### config.mk
export PLATFORM = sky130hd
export DESIGN_NAME = delimited_row_column_tokenizer_unit
export DESIGN_NICKNAME = d
export VERILOG_FILES = /design/src/hdl/drct_pkg.sv /design/src/hdl/drct_fifo.sv /design/src/hdl/drct_front.sv /design/src/hdl/drct_back.sv /design/src/hdl/delimited_row_column_tokenizer_unit.sv
export SDC_FILE = /design/constraint.sdc
export NUM_CORES = 1
export LEC_CHECK = 0
export ABC_AREA = 1
export BUFFER_PORTS_ARGS = -buffer_cell sky130_fd_sc_hd__buf_2
export CORE_AREA = 2 2 305 307
export CTS_CLUSTER_DIAMETER = 200
export DETAILED_ROUTE_END_ITERATION = 8
export DIE_AREA = 0 0 307 309
export GPL_ROUTABILITY_DRIVEN = 0
export REMOVE_ABC_BUFFERS = 1
export SLEW_MARGIN = 10
export SYNTH_ARGS = -nofsm -noshare
export SYNTH_HDL_FRONTEND = slang
export SYNTH_HIERARCHICAL = 1
export SYNTH_SLANG_ARGS = --single-unit
### constraint.sdc
create_clock -name clk_i -period 10.7 [get_ports clk_i]
set_input_delay 2.14 -clock clk_i [delete_from_list [all_inputs] [get_ports clk_i]]
set_output_delay 2.14 -clock clk_i [all_outputs]
set_load 0.02 [all_outputs]
### src/hdl/drct_pkg.sv
// Shared types, field codes and character constants of the row/column tokenizer.
package drct_pkg;

  localparam logic [7:0] CH_SPACE = 8'h20;
  localparam logic [7:0] CH_CR    = 8'h0D;
  localparam logic [7:0] CH_LF    = 8'h0A;

  localparam logic [1:0] END_FIELD = 2'd0;
  localparam logic [1:0] END_ROW   = 2'd1;
  localparam logic [1:0] END_WIDTH = 2'd2;
  localparam logic [1:0] END_DATA  = 2'd3;

  localparam logic [2:0] ST_OK         = 3'd0;
  localparam logic [2:0] ST_NO_DELIM   = 3'd1;
  localparam logic [2:0] ST_TOO_FEW    = 3'd2;
  localparam logic [2:0] ST_TOO_MANY   = 3'd3;
  localparam logic [2:0] ST_INCOMPLETE = 3'd4;

  localparam logic [2:0] REG_COL_SEP      = 3'd0;
  localparam logic [2:0] REG_LINE_SEP     = 3'd1;
  localparam logic [2:0] REG_QUOTE_CHAR   = 3'd2;
  localparam logic [2:0] REG_ESCAPE_CHAR  = 3'd3;
  localparam logic [2:0] REG_SKIP_SPACES  = 3'd4;
  localparam logic [2:0] REG_EXPECTED     = 3'd5;
  localparam logic [2:0] REG_MAX_COLUMNS  = 3'd6;
  localparam logic [2:0] REG_FIXED_WIDTHS = 3'd7;

  typedef struct packed {
    logic [7:0]  col_sep;
    logic [7:0]  line_sep;
    logic [7:0]  quote_char;
    logic [7:0]  escape_char;
    logic        skip_leading_spaces;
    logic [7:0]  expected_columns;
    logic [7:0]  max_columns;
    logic [63:0] fixed_widths;
  } cfg_t;

  // Classified input word as handed from the front end to the back end.
  typedef struct packed {
    logic is_end;
    logic is_row;
    logic is_field;
    logic is_quote;
    logic is_escape;
    logic is_lspace;
  } cls_t;

  typedef struct packed {
    logic [7:0]  column_index;
    logic [15:0] column_start;
    logic [15:0] column_length;
    logic [1:0]  end_kind;
    logic [2:0]  row_status;
    logic        last_in_row;
  } res_t;

endpackage

### src/hdl/drct_fifo.sv
// Small synchronous queue with simultaneous push and pop.
module drct_fifo #(
  parameter type         T     = logic [7:0],
  parameter int unsigned DEPTH = 2
) (
  input  logic clk_i,
  input  logic rst_ni,
  input  logic push_i,
  input  T     wdata_i,
  output logic full_o,
  input  logic pop_i,
  output T     rdata_o,
  output logic empty_o
);

  localparam int unsigned PW = (DEPTH > 1) ? $clog2(DEPTH) : 1;
  localparam int unsigned CW = $clog2(DEPTH + 1);

  T                mem_q [DEPTH];
  logic [PW-1:0]   wr_ptr_q, rd_ptr_q;
  logic [CW-1:0]   count_q;
  logic            do_push, do_pop;

  assign full_o  = (count_q == CW'(DEPTH));
  assign empty_o = (count_q == '0);
  assign do_push = push_i && !full_o;
  assign do_pop  = pop_i && !empty_o;
  assign rdata_o = mem_q[rd_ptr_q];

  always_ff @(posedge clk_i) begin
    if (do_push) begin
      mem_q[wr_ptr_q] <= wdata_i;
    end
  end

  always_ff @(posedge clk_i or negedge rst_ni) begin
    if (!rst_ni) begin
      wr_ptr_q <= '0;
      rd_ptr_q <= '0;
      count_q  <= '0;
    end else begin
      if (do_push) begin
        wr_ptr_q <= (wr_ptr_q == PW'(DEPTH - 1)) ? '0 : wr_ptr_q + PW'(1);
      end
      if (do_pop) begin
        rd_ptr_q <= (rd_ptr_q == PW'(DEPTH - 1)) ? '0 : rd_ptr_q + PW'(1);
      end
      case ({do_push, do_pop})
        2'b10:   count_q <= count_q + CW'(1);
        2'b01:   count_q <= count_q - CW'(1);
        default: count_q <= count_q;
      endcase
    end
  end

endmodule

### src/hdl/drct_front.sv
// Front end: accepts input words, matches them against the special characters, queues them.
module drct_front import drct_pkg::*; (
  input  logic       clk_i,
  input  logic       rst_ni,
  input  cfg_t       cfg_i,
  input  logic       push,
  output logic       full,
  input  logic       action_i,
  input  logic [7:0] data_byte_i,
  output logic       cls_valid_o,
  output cls_t       cls_o,
  input  logic       cls_pop_i
);

  cls_t cls_in;
  logic cls_empty;
  logic row_hit;

  // A newline delimiter also accepts a carriage return.
  assign row_hit = (cfg_i.line_sep == CH_LF) ?
                   (data_byte_i == CH_LF || data_byte_i == CH_CR) :
                   (data_byte_i == cfg_i.line_sep);

  always_comb begin
    cls_in.is_end    = action_i;
    cls_in.is_row    = row_hit;
    cls_in.is_field  = (data_byte_i == cfg_i.col_sep);
    cls_in.is_quote  = (data_byte_i == cfg_i.quote_char);
    cls_in.is_escape = (data_byte_i == cfg_i.escape_char);
    cls_in.is_lspace = cfg_i.skip_leading_spaces && (data_byte_i == CH_SPACE);
  end

  drct_fifo #(.T(cls_t), .DEPTH(2)) u_cls_fifo (
    .clk_i   (clk_i),
    .rst_ni  (rst_ni),
    .push_i  (push),
    .wdata_i (cls_in),
    .full_o  (full),
    .pop_i   (cls_pop_i),
    .rdata_o (cls_o),
    .empty_o (cls_empty)
  );

  assign cls_valid_o = !cls_empty;

endmodule

### src/hdl/drct_back.sv
// Back end: row and column state machine and the result queue.
module drct_back import drct_pkg::*; #(
  parameter int unsigned ROW_BYTES_MAX = 65536,
  parameter int unsigned FIXED_COLUMNS = 8
) (
  input  logic        clk_i,
  input  logic        rst_ni,
  input  cfg_t        cfg_i,
  input  logic        cls_valid_i,
  input  cls_t        cls_i,
  output logic        cls_pop_o,
  output logic        empty,
  input  logic        pop,
  output res_t        res_o
);

  localparam logic [15:0] POS_CAP =
    16'((ROW_BYTES_MAX - 1 > 65535) ? 65535 : ROW_BYTES_MAX - 1);

  typedef enum logic [1:0] {
    PH_SKIP,
    PH_COLUMN,
    PH_DISCARD
  } phase_e;

  typedef struct packed {
    logic [2:0] status;
    logic       last;
    logic       more;
    logic       discard;
  } fin_t;

  phase_e      phase_q, phase_d;
  logic        in_quotes_q, in_quotes_d;
  logic        dq_mode_q, dq_mode_d;
  logic        quote_pend_q, quote_pend_d;
  logic        esc_pend_q, esc_pend_d;
  logic        trimming_q, trimming_d;
  logic [7:0]  col_count_q, col_count_d;
  logic [15:0] col_off_q, col_off_d;
  logic [15:0] row_pos_q, row_pos_d;
  logic [7:0]  width_left_q, width_left_d;
  logic        width_full_q, width_full_d;

  logic        step;
  logic        emit;
  res_t        res_d;
  logic        res_full;
  logic        fixed_mode;
  logic        dq_cfg;

  assign fixed_mode = (cfg_i.col_sep == 8'd0);
  assign dq_cfg     = (cfg_i.quote_char == cfg_i.escape_char);
  assign step       = cls_valid_i && !res_full;
  assign cls_pop_o  = step;

  function automatic logic [15:0] adv(logic [15:0] pos);
    return (pos < POS_CAP) ? pos + 16'd1 : pos;
  endfunction

  // Width of a fixed column; columns past the table reuse the last entry, zero acts as one.
  function automatic logic [7:0] width_of(logic [7:0] cnt, logic [63:0] widths);
    logic [2:0] idx;
    logic [7:0] w;
    idx = (cnt < 8'(FIXED_COLUMNS)) ? cnt[2:0] : 3'(FIXED_COLUMNS - 1);
    w   = widths[{idx, 3'b000} +: 8];
    return (w != 8'd0) ? w : 8'd1;
  endfunction

  function automatic fin_t finish_col(logic [1:0] kind, logic [7:0] i, cfg_t c);
    fin_t       f;
    logic       strict;
    logic [7:0] limit;
    logic [8:0] nxt;
    strict = (c.expected_columns != 8'd0);
    limit  = (c.max_columns != 8'd0) ? c.max_columns : 8'd1;
    nxt    = {1'b0, i} + 9'd1;
    f      = '{status: ST_OK, last: 1'b0, more: 1'b0, discard: 1'b0};
    if (kind == END_ROW) begin
      f.last = 1'b1;
      if (strict && nxt != {1'b0, c.expected_columns}) begin
        f.status = (i == 8'd0) ? ST_NO_DELIM : ST_TOO_FEW;
      end
    end else if (strict && nxt == {1'b0, c.expected_columns}) begin
      f.status  = ST_TOO_MANY;
      f.last    = 1'b1;
      f.discard = 1'b1;
    end else if (nxt >= {1'b0, limit}) begin
      f.last    = 1'b1;
      f.discard = 1'b1;
    end else begin
      f.more = 1'b1;
    end
    return f;
  endfunction

  function automatic res_t make_res(logic [7:0] cnt, logic [15:0] off, logic [15:0] pos,
                                    logic [1:0] kind, logic [2:0] status, logic last);
    res_t r;
    r.column_index  = cnt;
    r.column_start  = off;
    r.column_length = pos - off;
    r.end_kind      = kind;
    r.row_status    = status;
    r.last_in_row   = last;
    return r;
  endfunction

  always_comb begin
    fin_t   f;
    logic   go;
    logic   done;
    phase_d      = phase_q;
    in_quotes_d  = in_quotes_q;
    dq_mode_d    = dq_mode_q;
    quote_pend_d = quote_pend_q;
    esc_pend_d   = esc_pend_q;
    trimming_d   = trimming_q;
    col_count_d  = col_count_q;
    col_off_d    = col_off_q;
    row_pos_d    = row_pos_q;
    width_left_d = width_left_q;
    width_full_d = width_full_q;
    emit         = 1'b0;
    res_d        = make_res(col_count_q, col_off_q, row_pos_q, END_DATA, ST_INCOMPLETE, 1'b1);
    f            = '0;
    go           = 1'b0;
    done         = 1'b0;

    if (step) begin
      if (cls_i.is_end) begin
        emit         = (phase_q == PH_COLUMN);
        phase_d      = PH_SKIP;
        in_quotes_d  = 1'b0;
        dq_mode_d    = 1'b0;
        quote_pend_d = 1'b0;
        esc_pend_d   = 1'b0;
        trimming_d   = 1'b0;
        col_count_d  = 8'd0;
        col_off_d    = 16'd0;
        row_pos_d    = 16'd0;
        width_left_d = 8'd0;
        width_full_d = 1'b0;
      end else if (phase_q == PH_DISCARD) begin
        if (cls_i.is_row) begin
          phase_d = PH_SKIP;
        end
      end else begin
        go = 1'b1;
        if (phase_q != PH_COLUMN) begin
          if (cls_i.is_row) begin
            go = 1'b0;
          end else begin
            // First byte of a new row opens column zero at offset zero.
            phase_d      = PH_COLUMN;
            col_count_d  = 8'd0;
            row_pos_d    = 16'd0;
            col_off_d    = 16'd0;
            in_quotes_d  = 1'b0;
            dq_mode_d    = 1'b0;
            quote_pend_d = 1'b0;
            esc_pend_d   = 1'b0;
            trimming_d   = 1'b1;
            width_left_d = width_of(8'd0, cfg_i.fixed_widths);
            width_full_d = 1'b0;
          end
        end
      end

      if (go && fixed_mode) begin
        if (cls_i.is_row) begin
          f       = finish_col(END_ROW, col_count_d, cfg_i);
          emit    = 1'b1;
          res_d   = make_res(col_count_d, col_off_d, row_pos_d, END_ROW, f.status, f.last);
          phase_d = PH_SKIP;
        end else begin
          if (width_full_d) begin
            f     = finish_col(END_WIDTH, col_count_d, cfg_i);
            emit  = 1'b1;
            res_d = make_res(col_count_d, col_off_d, row_pos_d, END_WIDTH, f.status, f.last);
            if (f.more) begin
              // The byte that follows a full column opens the next one.
              col_count_d  = col_count_d + 8'd1;
              col_off_d    = row_pos_d;
              in_quotes_d  = 1'b0;
              dq_mode_d    = 1'b0;
              quote_pend_d = 1'b0;
              esc_pend_d   = 1'b0;
              trimming_d   = 1'b1;
              width_left_d = width_of(col_count_d, cfg_i.fixed_widths);
              width_full_d = 1'b0;
            end else begin
              phase_d = PH_DISCARD;
              done    = 1'b1;
            end
          end
          if (!done) begin
            if (width_left_d != 8'd0) begin
              width_left_d = width_left_d - 8'd1;
            end
            width_full_d = (width_left_d == 8'd0);
            row_pos_d    = adv(row_pos_d);
          end
        end
      end else if (go) begin
        if (trimming_d) begin
          if (cls_i.is_lspace) begin
            row_pos_d = adv(row_pos_d);
            done      = 1'b1;
          end else begin
            trimming_d = 1'b0;
            if (cls_i.is_quote) begin
              in_quotes_d = 1'b1;
              dq_mode_d   = dq_cfg;
              row_pos_d   = adv(row_pos_d);
              done        = 1'b1;
            end
          end
        end
        // A quote after a quote in doubled-quote mode is literal content.
        if (!done && quote_pend_d) begin
          quote_pend_d = 1'b0;
          if (cls_i.is_quote) begin
            row_pos_d = adv(row_pos_d);
            done      = 1'b1;
          end else begin
            in_quotes_d = 1'b0;
            dq_mode_d   = 1'b0;
          end
        end
        if (!done && esc_pend_d) begin
          esc_pend_d = 1'b0;
          row_pos_d  = adv(row_pos_d);
          done       = 1'b1;
        end
        if (!done && cls_i.is_quote) begin
          if (dq_mode_d) begin
            quote_pend_d = 1'b1;
          end else begin
            in_quotes_d = 1'b0;
          end
          row_pos_d = adv(row_pos_d);
          done      = 1'b1;
        end
        if (!done && cls_i.is_escape) begin
          esc_pend_d = 1'b1;
          row_pos_d  = adv(row_pos_d);
          done       = 1'b1;
        end
        if (!done && in_quotes_d) begin
          row_pos_d = adv(row_pos_d);
          done      = 1'b1;
        end
        if (!done && cls_i.is_field) begin
          f         = finish_col(END_FIELD, col_count_d, cfg_i);
          emit      = 1'b1;
          res_d     = make_res(col_count_d, col_off_d, row_pos_d, END_FIELD, f.status, f.last);
          row_pos_d = adv(row_pos_d);
          if (f.more) begin
            col_count_d  = col_count_d + 8'd1;
            col_off_d    = row_pos_d;
            in_quotes_d  = 1'b0;
            dq_mode_d    = 1'b0;
            quote_pend_d = 1'b0;
            esc_pend_d   = 1'b0;
            trimming_d   = 1'b1;
            width_left_d = width_of(col_count_d, cfg_i.fixed_widths);
            width_full_d = 1'b0;
          end else begin
            phase_d = PH_DISCARD;
          end
          done = 1'b1;
        end
        if (!done && cls_i.is_row) begin
          f       = finish_col(END_ROW, col_count_d, cfg_i);
          emit    = 1'b1;
          res_d   = make_res(col_count_d, col_off_d, row_pos_d, END_ROW, f.status, f.last);
          phase_d = PH_SKIP;
          done    = 1'b1;
        end
        if (!done) begin
          row_pos_d = adv(row_pos_d);
        end
      end
    end
  end

  always_ff @(posedge clk_i or negedge rst_ni) begin
    if (!rst_ni) begin
      phase_q      <= PH_SKIP;
      in_quotes_q  <= 1'b0;
      dq_mode_q    <= 1'b0;
      quote_pend_q <= 1'b0;
      esc_pend_q   <= 1'b0;
      trimming_q   <= 1'b0;
      col_count_q  <= 8'd0;
      col_off_q    <= 16'd0;
      row_pos_q    <= 16'd0;
      width_left_q <= 8'd0;
      width_full_q <= 1'b0;
    end else begin
      phase_q      <= phase_d;
      in_quotes_q  <= in_quotes_d;
      dq_mode_q    <= dq_mode_d;
      quote_pend_q <= quote_pend_d;
      esc_pend_q   <= esc_pend_d;
      trimming_q   <= trimming_d;
      col_count_q  <= col_count_d;
      col_off_q    <= col_off_d;
      row_pos_q    <= row_pos_d;
      width_left_q <= width_left_d;
      width_full_q <= width_full_d;
    end
  end

  drct_fifo #(.T(res_t), .DEPTH(2)) u_res_fifo (
    .clk_i   (clk_i),
    .rst_ni  (rst_ni),
    .push_i  (step && emit),
    .wdata_i (res_d),
    .full_o  (res_full),
    .pop_i   (pop),
    .rdata_o (res_o),
    .empty_o (empty)
  );

endmodule

### src/hdl/delimited_row_column_tokenizer_unit.sv
// Top level of the row/column tokenizer: register port, front end and back end.
//
//   channel   | direction | handshake          | words
//   ----------+-----------+--------------------+----------------------------------------
//   input     | in        | push / full        | action_i, data_byte_i
//   result    | out       | pop / empty        | column_* , end_kind_o, row_status_o, ...
//   registers | in / out  | psel, penable, ... | 8 registers at byte address 8*index
//
// One word is taken per clock while full is low; the word is registered in the word queue,
// and its result is registered in the result queue when the back end handles it. The rate
// is set by the back end's state update, which handles one classified word each cycle
// while the result queue has room. Reset is asynchronous and active low and returns all
// registers to their defaults and the row state to its start. A stalled result side fills
// the two-entry result queue and then the two-entry word queue, after which full is raised.
module delimited_row_column_tokenizer_unit import drct_pkg::*; #(
  parameter int unsigned ROW_BYTES_MAX = 65536,
  parameter int unsigned FIXED_COLUMNS = 8
) (
  input  logic        clk_i,
  input  logic        rst_ni,
  input  logic        psel,
  input  logic        penable,
  input  logic        pwrite,
  input  logic [5:0]  paddr,
  input  logic [63:0] pwdata,
  output logic [63:0] prdata,
  output logic        pready,
  input  logic        push,
  output logic        full,
  input  logic        action_i,
  input  logic [7:0]  data_byte_i,
  output logic        empty,
  input  logic        pop,
  output logic [7:0]  column_index_o,
  output logic [15:0] column_start_o,
  output logic [15:0] column_length_o,
  output logic [1:0]  end_kind_o,
  output logic [2:0]  row_status_o,
  output logic        last_in_row_o
);

  cfg_t       cfg_q;
  logic       wr_en;
  logic [2:0] reg_idx;
  logic       cls_valid;
  cls_t       cls;
  logic       cls_pop;
  res_t       res;

  assign pready  = 1'b1;
  assign reg_idx = paddr[5:3];
  assign wr_en   = psel && penable && pwrite && pready;

  always_ff @(posedge clk_i or negedge rst_ni) begin
    if (!rst_ni) begin
      cfg_q.col_sep             <= 8'd44;
      cfg_q.line_sep            <= 8'd10;
      cfg_q.quote_char          <= 8'd34;
      cfg_q.escape_char         <= 8'd92;
      cfg_q.skip_leading_spaces <= 1'b0;
      cfg_q.expected_columns    <= 8'd0;
      cfg_q.max_columns         <= 8'd255;
      cfg_q.fixed_widths        <= 64'd0;
    end else if (wr_en) begin
      case (reg_idx)
        REG_COL_SEP:      cfg_q.col_sep             <= pwdata[7:0];
        REG_LINE_SEP:     cfg_q.line_sep            <= pwdata[7:0];
        REG_QUOTE_CHAR:   cfg_q.quote_char          <= pwdata[7:0];
        REG_ESCAPE_CHAR:  cfg_q.escape_char         <= pwdata[7:0];
        REG_SKIP_SPACES:  cfg_q.skip_leading_spaces <= pwdata[0];
        REG_EXPECTED:     cfg_q.expected_columns    <= pwdata[7:0];
        REG_MAX_COLUMNS:  cfg_q.max_columns         <= pwdata[7:0];
        REG_FIXED_WIDTHS: cfg_q.fixed_widths        <= pwdata;
        default:          cfg_q.fixed_widths        <= cfg_q.fixed_widths;
      endcase
    end
  end

  always_comb begin
    case (reg_idx)
      REG_COL_SEP:      prdata = {56'd0, cfg_q.col_sep};
      REG_LINE_SEP:     prdata = {56'd0, cfg_q.line_sep};
      REG_QUOTE_CHAR:   prdata = {56'd0, cfg_q.quote_char};
      REG_ESCAPE_CHAR:  prdata = {56'd0, cfg_q.escape_char};
      REG_SKIP_SPACES:  prdata = {63'd0, cfg_q.skip_leading_spaces};
      REG_EXPECTED:     prdata = {56'd0, cfg_q.expected_columns};
      REG_MAX_COLUMNS:  prdata = {56'd0, cfg_q.max_columns};
      REG_FIXED_WIDTHS: prdata = cfg_q.fixed_widths;
      default:          prdata = 64'd0;
    endcase
  end

  drct_front u_front (
    .clk_i       (clk_i),
    .rst_ni      (rst_ni),
    .cfg_i       (cfg_q),
    .push        (push),
    .full        (full),
    .action_i    (action_i),
    .data_byte_i (data_byte_i),
    .cls_valid_o (cls_valid),
    .cls_o       (cls),
    .cls_pop_i   (cls_pop)
  );

  drct_back #(
    .ROW_BYTES_MAX (ROW_BYTES_MAX),
    .FIXED_COLUMNS (FIXED_COLUMNS)
  ) u_back (
    .clk_i       (clk_i),
    .rst_ni      (rst_ni),
    .cfg_i       (cfg_q),
    .cls_valid_i (cls_valid),
    .cls_i       (cls),
    .cls_pop_o   (cls_pop),
    .empty       (empty),
    .pop         (pop),
    .res_o       (res)
  );

  assign column_index_o  = res.column_index;
  assign column_start_o  = res.column_start;
  assign column_length_o = res.column_length;
  assign end_kind_o      = res.end_kind;
  assign row_status_o    = res.row_status;
  assign last_in_row_o   = res.last_in_row;

endmodule
==> flow_metrics.tcl <==
set metrics [dict create \
    synth_top_area_share_pct 14.49 \
    final_cell_area_sq_um 33940 \
    placed_area_sq_um 31840 \
    cpMostUsedCell "nand2_4" \
    ios 199 \
    htreeDepth 1 \
    synth_cell_types 81 \
    syn_area_per_cell_sq_um 6.800 \
    cts_tree "built" \
    synth.most_common_cell "nand2_1" \
    clock_latency_ns 0.63 \
    skew_ns 0.06020 \
    grt-ovfl-total 0 \
    crit_path_end_kind "flip-flop" \
    drt_iter0_drc 2455 \
    io_buffers 194 \
    cpPeakStageDelay_ns 0.42 \
    crit_arrival_ns 10.87 \
    wirelength_mm 95.08 \
    wl_met2_mm 44.41 \
    ff2ff_setup_slack_ns 0.15 \
    maxSlewViolCount 0 \
    grt_start_max_net_pins 84 \
    rsz0062_at_grt "true" \
    r2r-end "u_back/u_res_fifo/mem_q[1][21]$_DFFE_PP_" \
    hold_class "reg2reg" \
    critPathLaunchType "flip-flop" \
    post-route-min-period_ns 10.55 \
    async_flop_share_pct 62.99 \
    grt_pass1_wl_mm 148.4 \
    drcViolationCount 0 \
    holdPathStages 2 \
    globalRouteTotalUtil_pct 19.31 \
    ys_ff_latch 281 \
    hold_end "u_front/u_cls_fifo/wr_ptr_q$_DFFE_PN0P_" \
    grt_pass1_vias 26830 \
    post_synth_most_frequent_cells "nand2_1 (1021), inv_1 (445), nor2_1 (412), nand3_1 (298), o21ai_0 (284)" \
    crit_fanout 7 \
    synth_edf_count 104 \
    timing.fmax_ghz 0.09479 \
    outcome "finished, final reports clean" \
    netlist.top_cell.by_area "dfrtp_1" \
    highest-signal-layer "met5" \
    drive_gt1_share_pct 26.02 \
    drt_pass1_iterations 6 \
    holdWs_ns 0.4763 \
    drv_cap 0 \
    min_period_over_period_pct 98.60 \
    detail_route.wl_per_cell_microns 16.59 \
    n_fill_cell 9638 \
    start_util_pct 29.85 \
    die_y_microns 309 \
    path_class "reg2reg" \
    via_per_inst 5.051 \
    synthCells 4012 \
    met3_length_mm 6.479 \
    ys.warnings.count 6 \
    antenna_violating_nets_post_route 0 \
    place_inst 5639 \
    clk_pin_slew_ns 0.06 \
    ys_seq_area_share_pct 27.77 \
    die-area_sq_um 94860 \
    core_sq_um 91390 \
    synth_area_sq_um 27280 \
    slew_headroom_pct 19.90 \
    clockRootBuffer "clkbuf_16" \
    layout.nets 4696 \
    crit_slowest_cell "dfrtp_1" \
    dp_hpwl_mm 71.10 \
    antenna_found_initial 3 \
    fp.dieW_microns 307 \
    holdBufCountCts 0 \
    stdcell_count 5732 \
    cts_buffer_depth 3 \
    rr_worst_depth 85 \
    synth_area_leaders "dfrtp_1 (14%), nand2_1 (14%), edfxtp_1 (11%)" \
    worst_slew_pin_slew_ns 1.189 \
    area_growth_pct 24.41 \
    cts.sinks 281 \
    cts_made_buffers 30 \
    ys.flop_type "dfrtp_1" \
    finalHoldViolations 0 \
    r2r_start "u_front/u_cls_fifo/rd_ptr_q$_DFFE_PN0P_" \
    diodes 0 \
    fp-row-count 111 \
    m1WireLength_mm 41.31 \
    cp.required_ns 11.02 \
    setup_viol 0 \
    vias 28950 \
    min_from "u_front/u_cls_fifo/wr_ptr_q$_DFFE_PN0P_" \
]
## per-stage QoR
stage | setup TNS (ns) | setup WS [ns] | utilization, %
after detailed placement | -0.8493 | -0.2740 | 34.84
final | 0 | 0.1500 | 37.14
after global routing | -2.711 | -0.5477 | 37.14
after global placement | -0.2941 | -0.1470 | 34.84
after CTS | 0 | 0.009102 | 36.03
after floorplan | -52.34 | -1.851 | -
## state kept, by name (all words and copies together), names as in the netlist, 8 cells and up
register / flops
cfg_q: 113
u_back/col_count_q: 8
u_back/col_off_q: 16
u_back/row_pos_q: 16
u_back/u_res_fifo/mem_q: 92
u_back/width_left_q: 8
u_front/u_cls_fifo/mem_q: 12
## routing by layer
layer / vias up / track usage (%)
met5: - / 0
met3: 185 / 3.015
met4: 2 / 5.763
met1: 13460 / 25.48
li1: 14300 / -
met2: 1010 / 32.48
## how the worst max path moves through the flow
stage / from / endpoint
after floorplan: u_front/u_cls_fifo/rd_ptr_q$_DFFE_PN0P_ / u_back/u_res_fifo/mem_q[0][21]$_DFFE_PP_
after global placement: u_front/u_cls_fifo/rd_ptr_q$_DFFE_PN0P_ / u_back/u_res_fifo/mem_q[0][21]$_DFFE_PP_
after detailed placement: u_front/u_cls_fifo/rd_ptr_q$_DFFE_PN0P_ / u_back/u_res_fifo/mem_q[1][21]$_DFFE_PP_
after CTS: u_front/u_cls_fifo/rd_ptr_q$_DFFE_PN0P_ / u_back/u_res_fifo/mem_q[0][21]$_DFFE_PP_
after global routing: u_front/u_cls_fifo/rd_ptr_q$_DFFE_PN0P_ / u_back/u_res_fifo/mem_q[1][21]$_DFFE_PP_
final: u_front/u_cls_fifo/rd_ptr_q$_DFFE_PN0P_ / u_back/u_res_fifo/mem_q[1][21]$_DFFE_PP_
## what timing repair did
action,CTS,global route
setup buffers,2,34
pin swaps,5,68
gates resized for setup,21,170
gates cloned,0,1
setup endpoints to repair,8,20
## layout make-up
cell class                      count  area, sq um  area share, %
Inverter                          507         1929          5.685
Multi-Input combinational cell   3051        17460          51.43
Sequential cell                   281         7576          22.32
Clock inverter                     19        224.0         0.6599
Clock buffer                       37        777.0          2.289
Timing Repair Buffer              651         4493          13.24
Tap cell                         1186         1484          4.372
## cells by family after synthesis
group / after synthesis / share of synthesized area [%]
buf+inv: 680 / 11.12
other cells: 1 / 0.01375
mux: 1 / 0.03669
flops: 281 / 27.77
compound gates: 655 / 14.15
fa+ha+maj: 88 / 4.146
xor+xnor: 108 / 3.591
simple gates: 2198 / 39.17
## cells in the final DEF (no fill, tap or decap), types with 39 or more instances in the layout
master    instances
nand2_1         987
buf_4           440
inv_1           436
nor2_1          393
o21ai_0         279
nand3_1         275
buf_2           194
dfrtp_1         158
a21oi_1         145
nand4_1         117
edfxtp_1        104
nand2_2          99
ha_1             76
nand3_2          64
xor2_1           60
nand2_4          56
inv_2            52
nor2_4           46
xnor2_1          41
o211ai_1         39
## critical path, delay by kind of cell (launching register included)
kind / cells / cell delay (ns)
adder cells (fa/ha/maj): 6 / 1.09
flip-flops: 1 / 0.42
AND/OR/NAND/NOR: 52 / 5.31
AO/OA/AOI/OAI: 11 / 1.63
buffers and inverters: 12 / 1.20
XOR/XNOR: 4 / 0.59
Power is not shown: default switching activity piles up to over one toggle a cycle in this logic, so the estimate is an artifact.
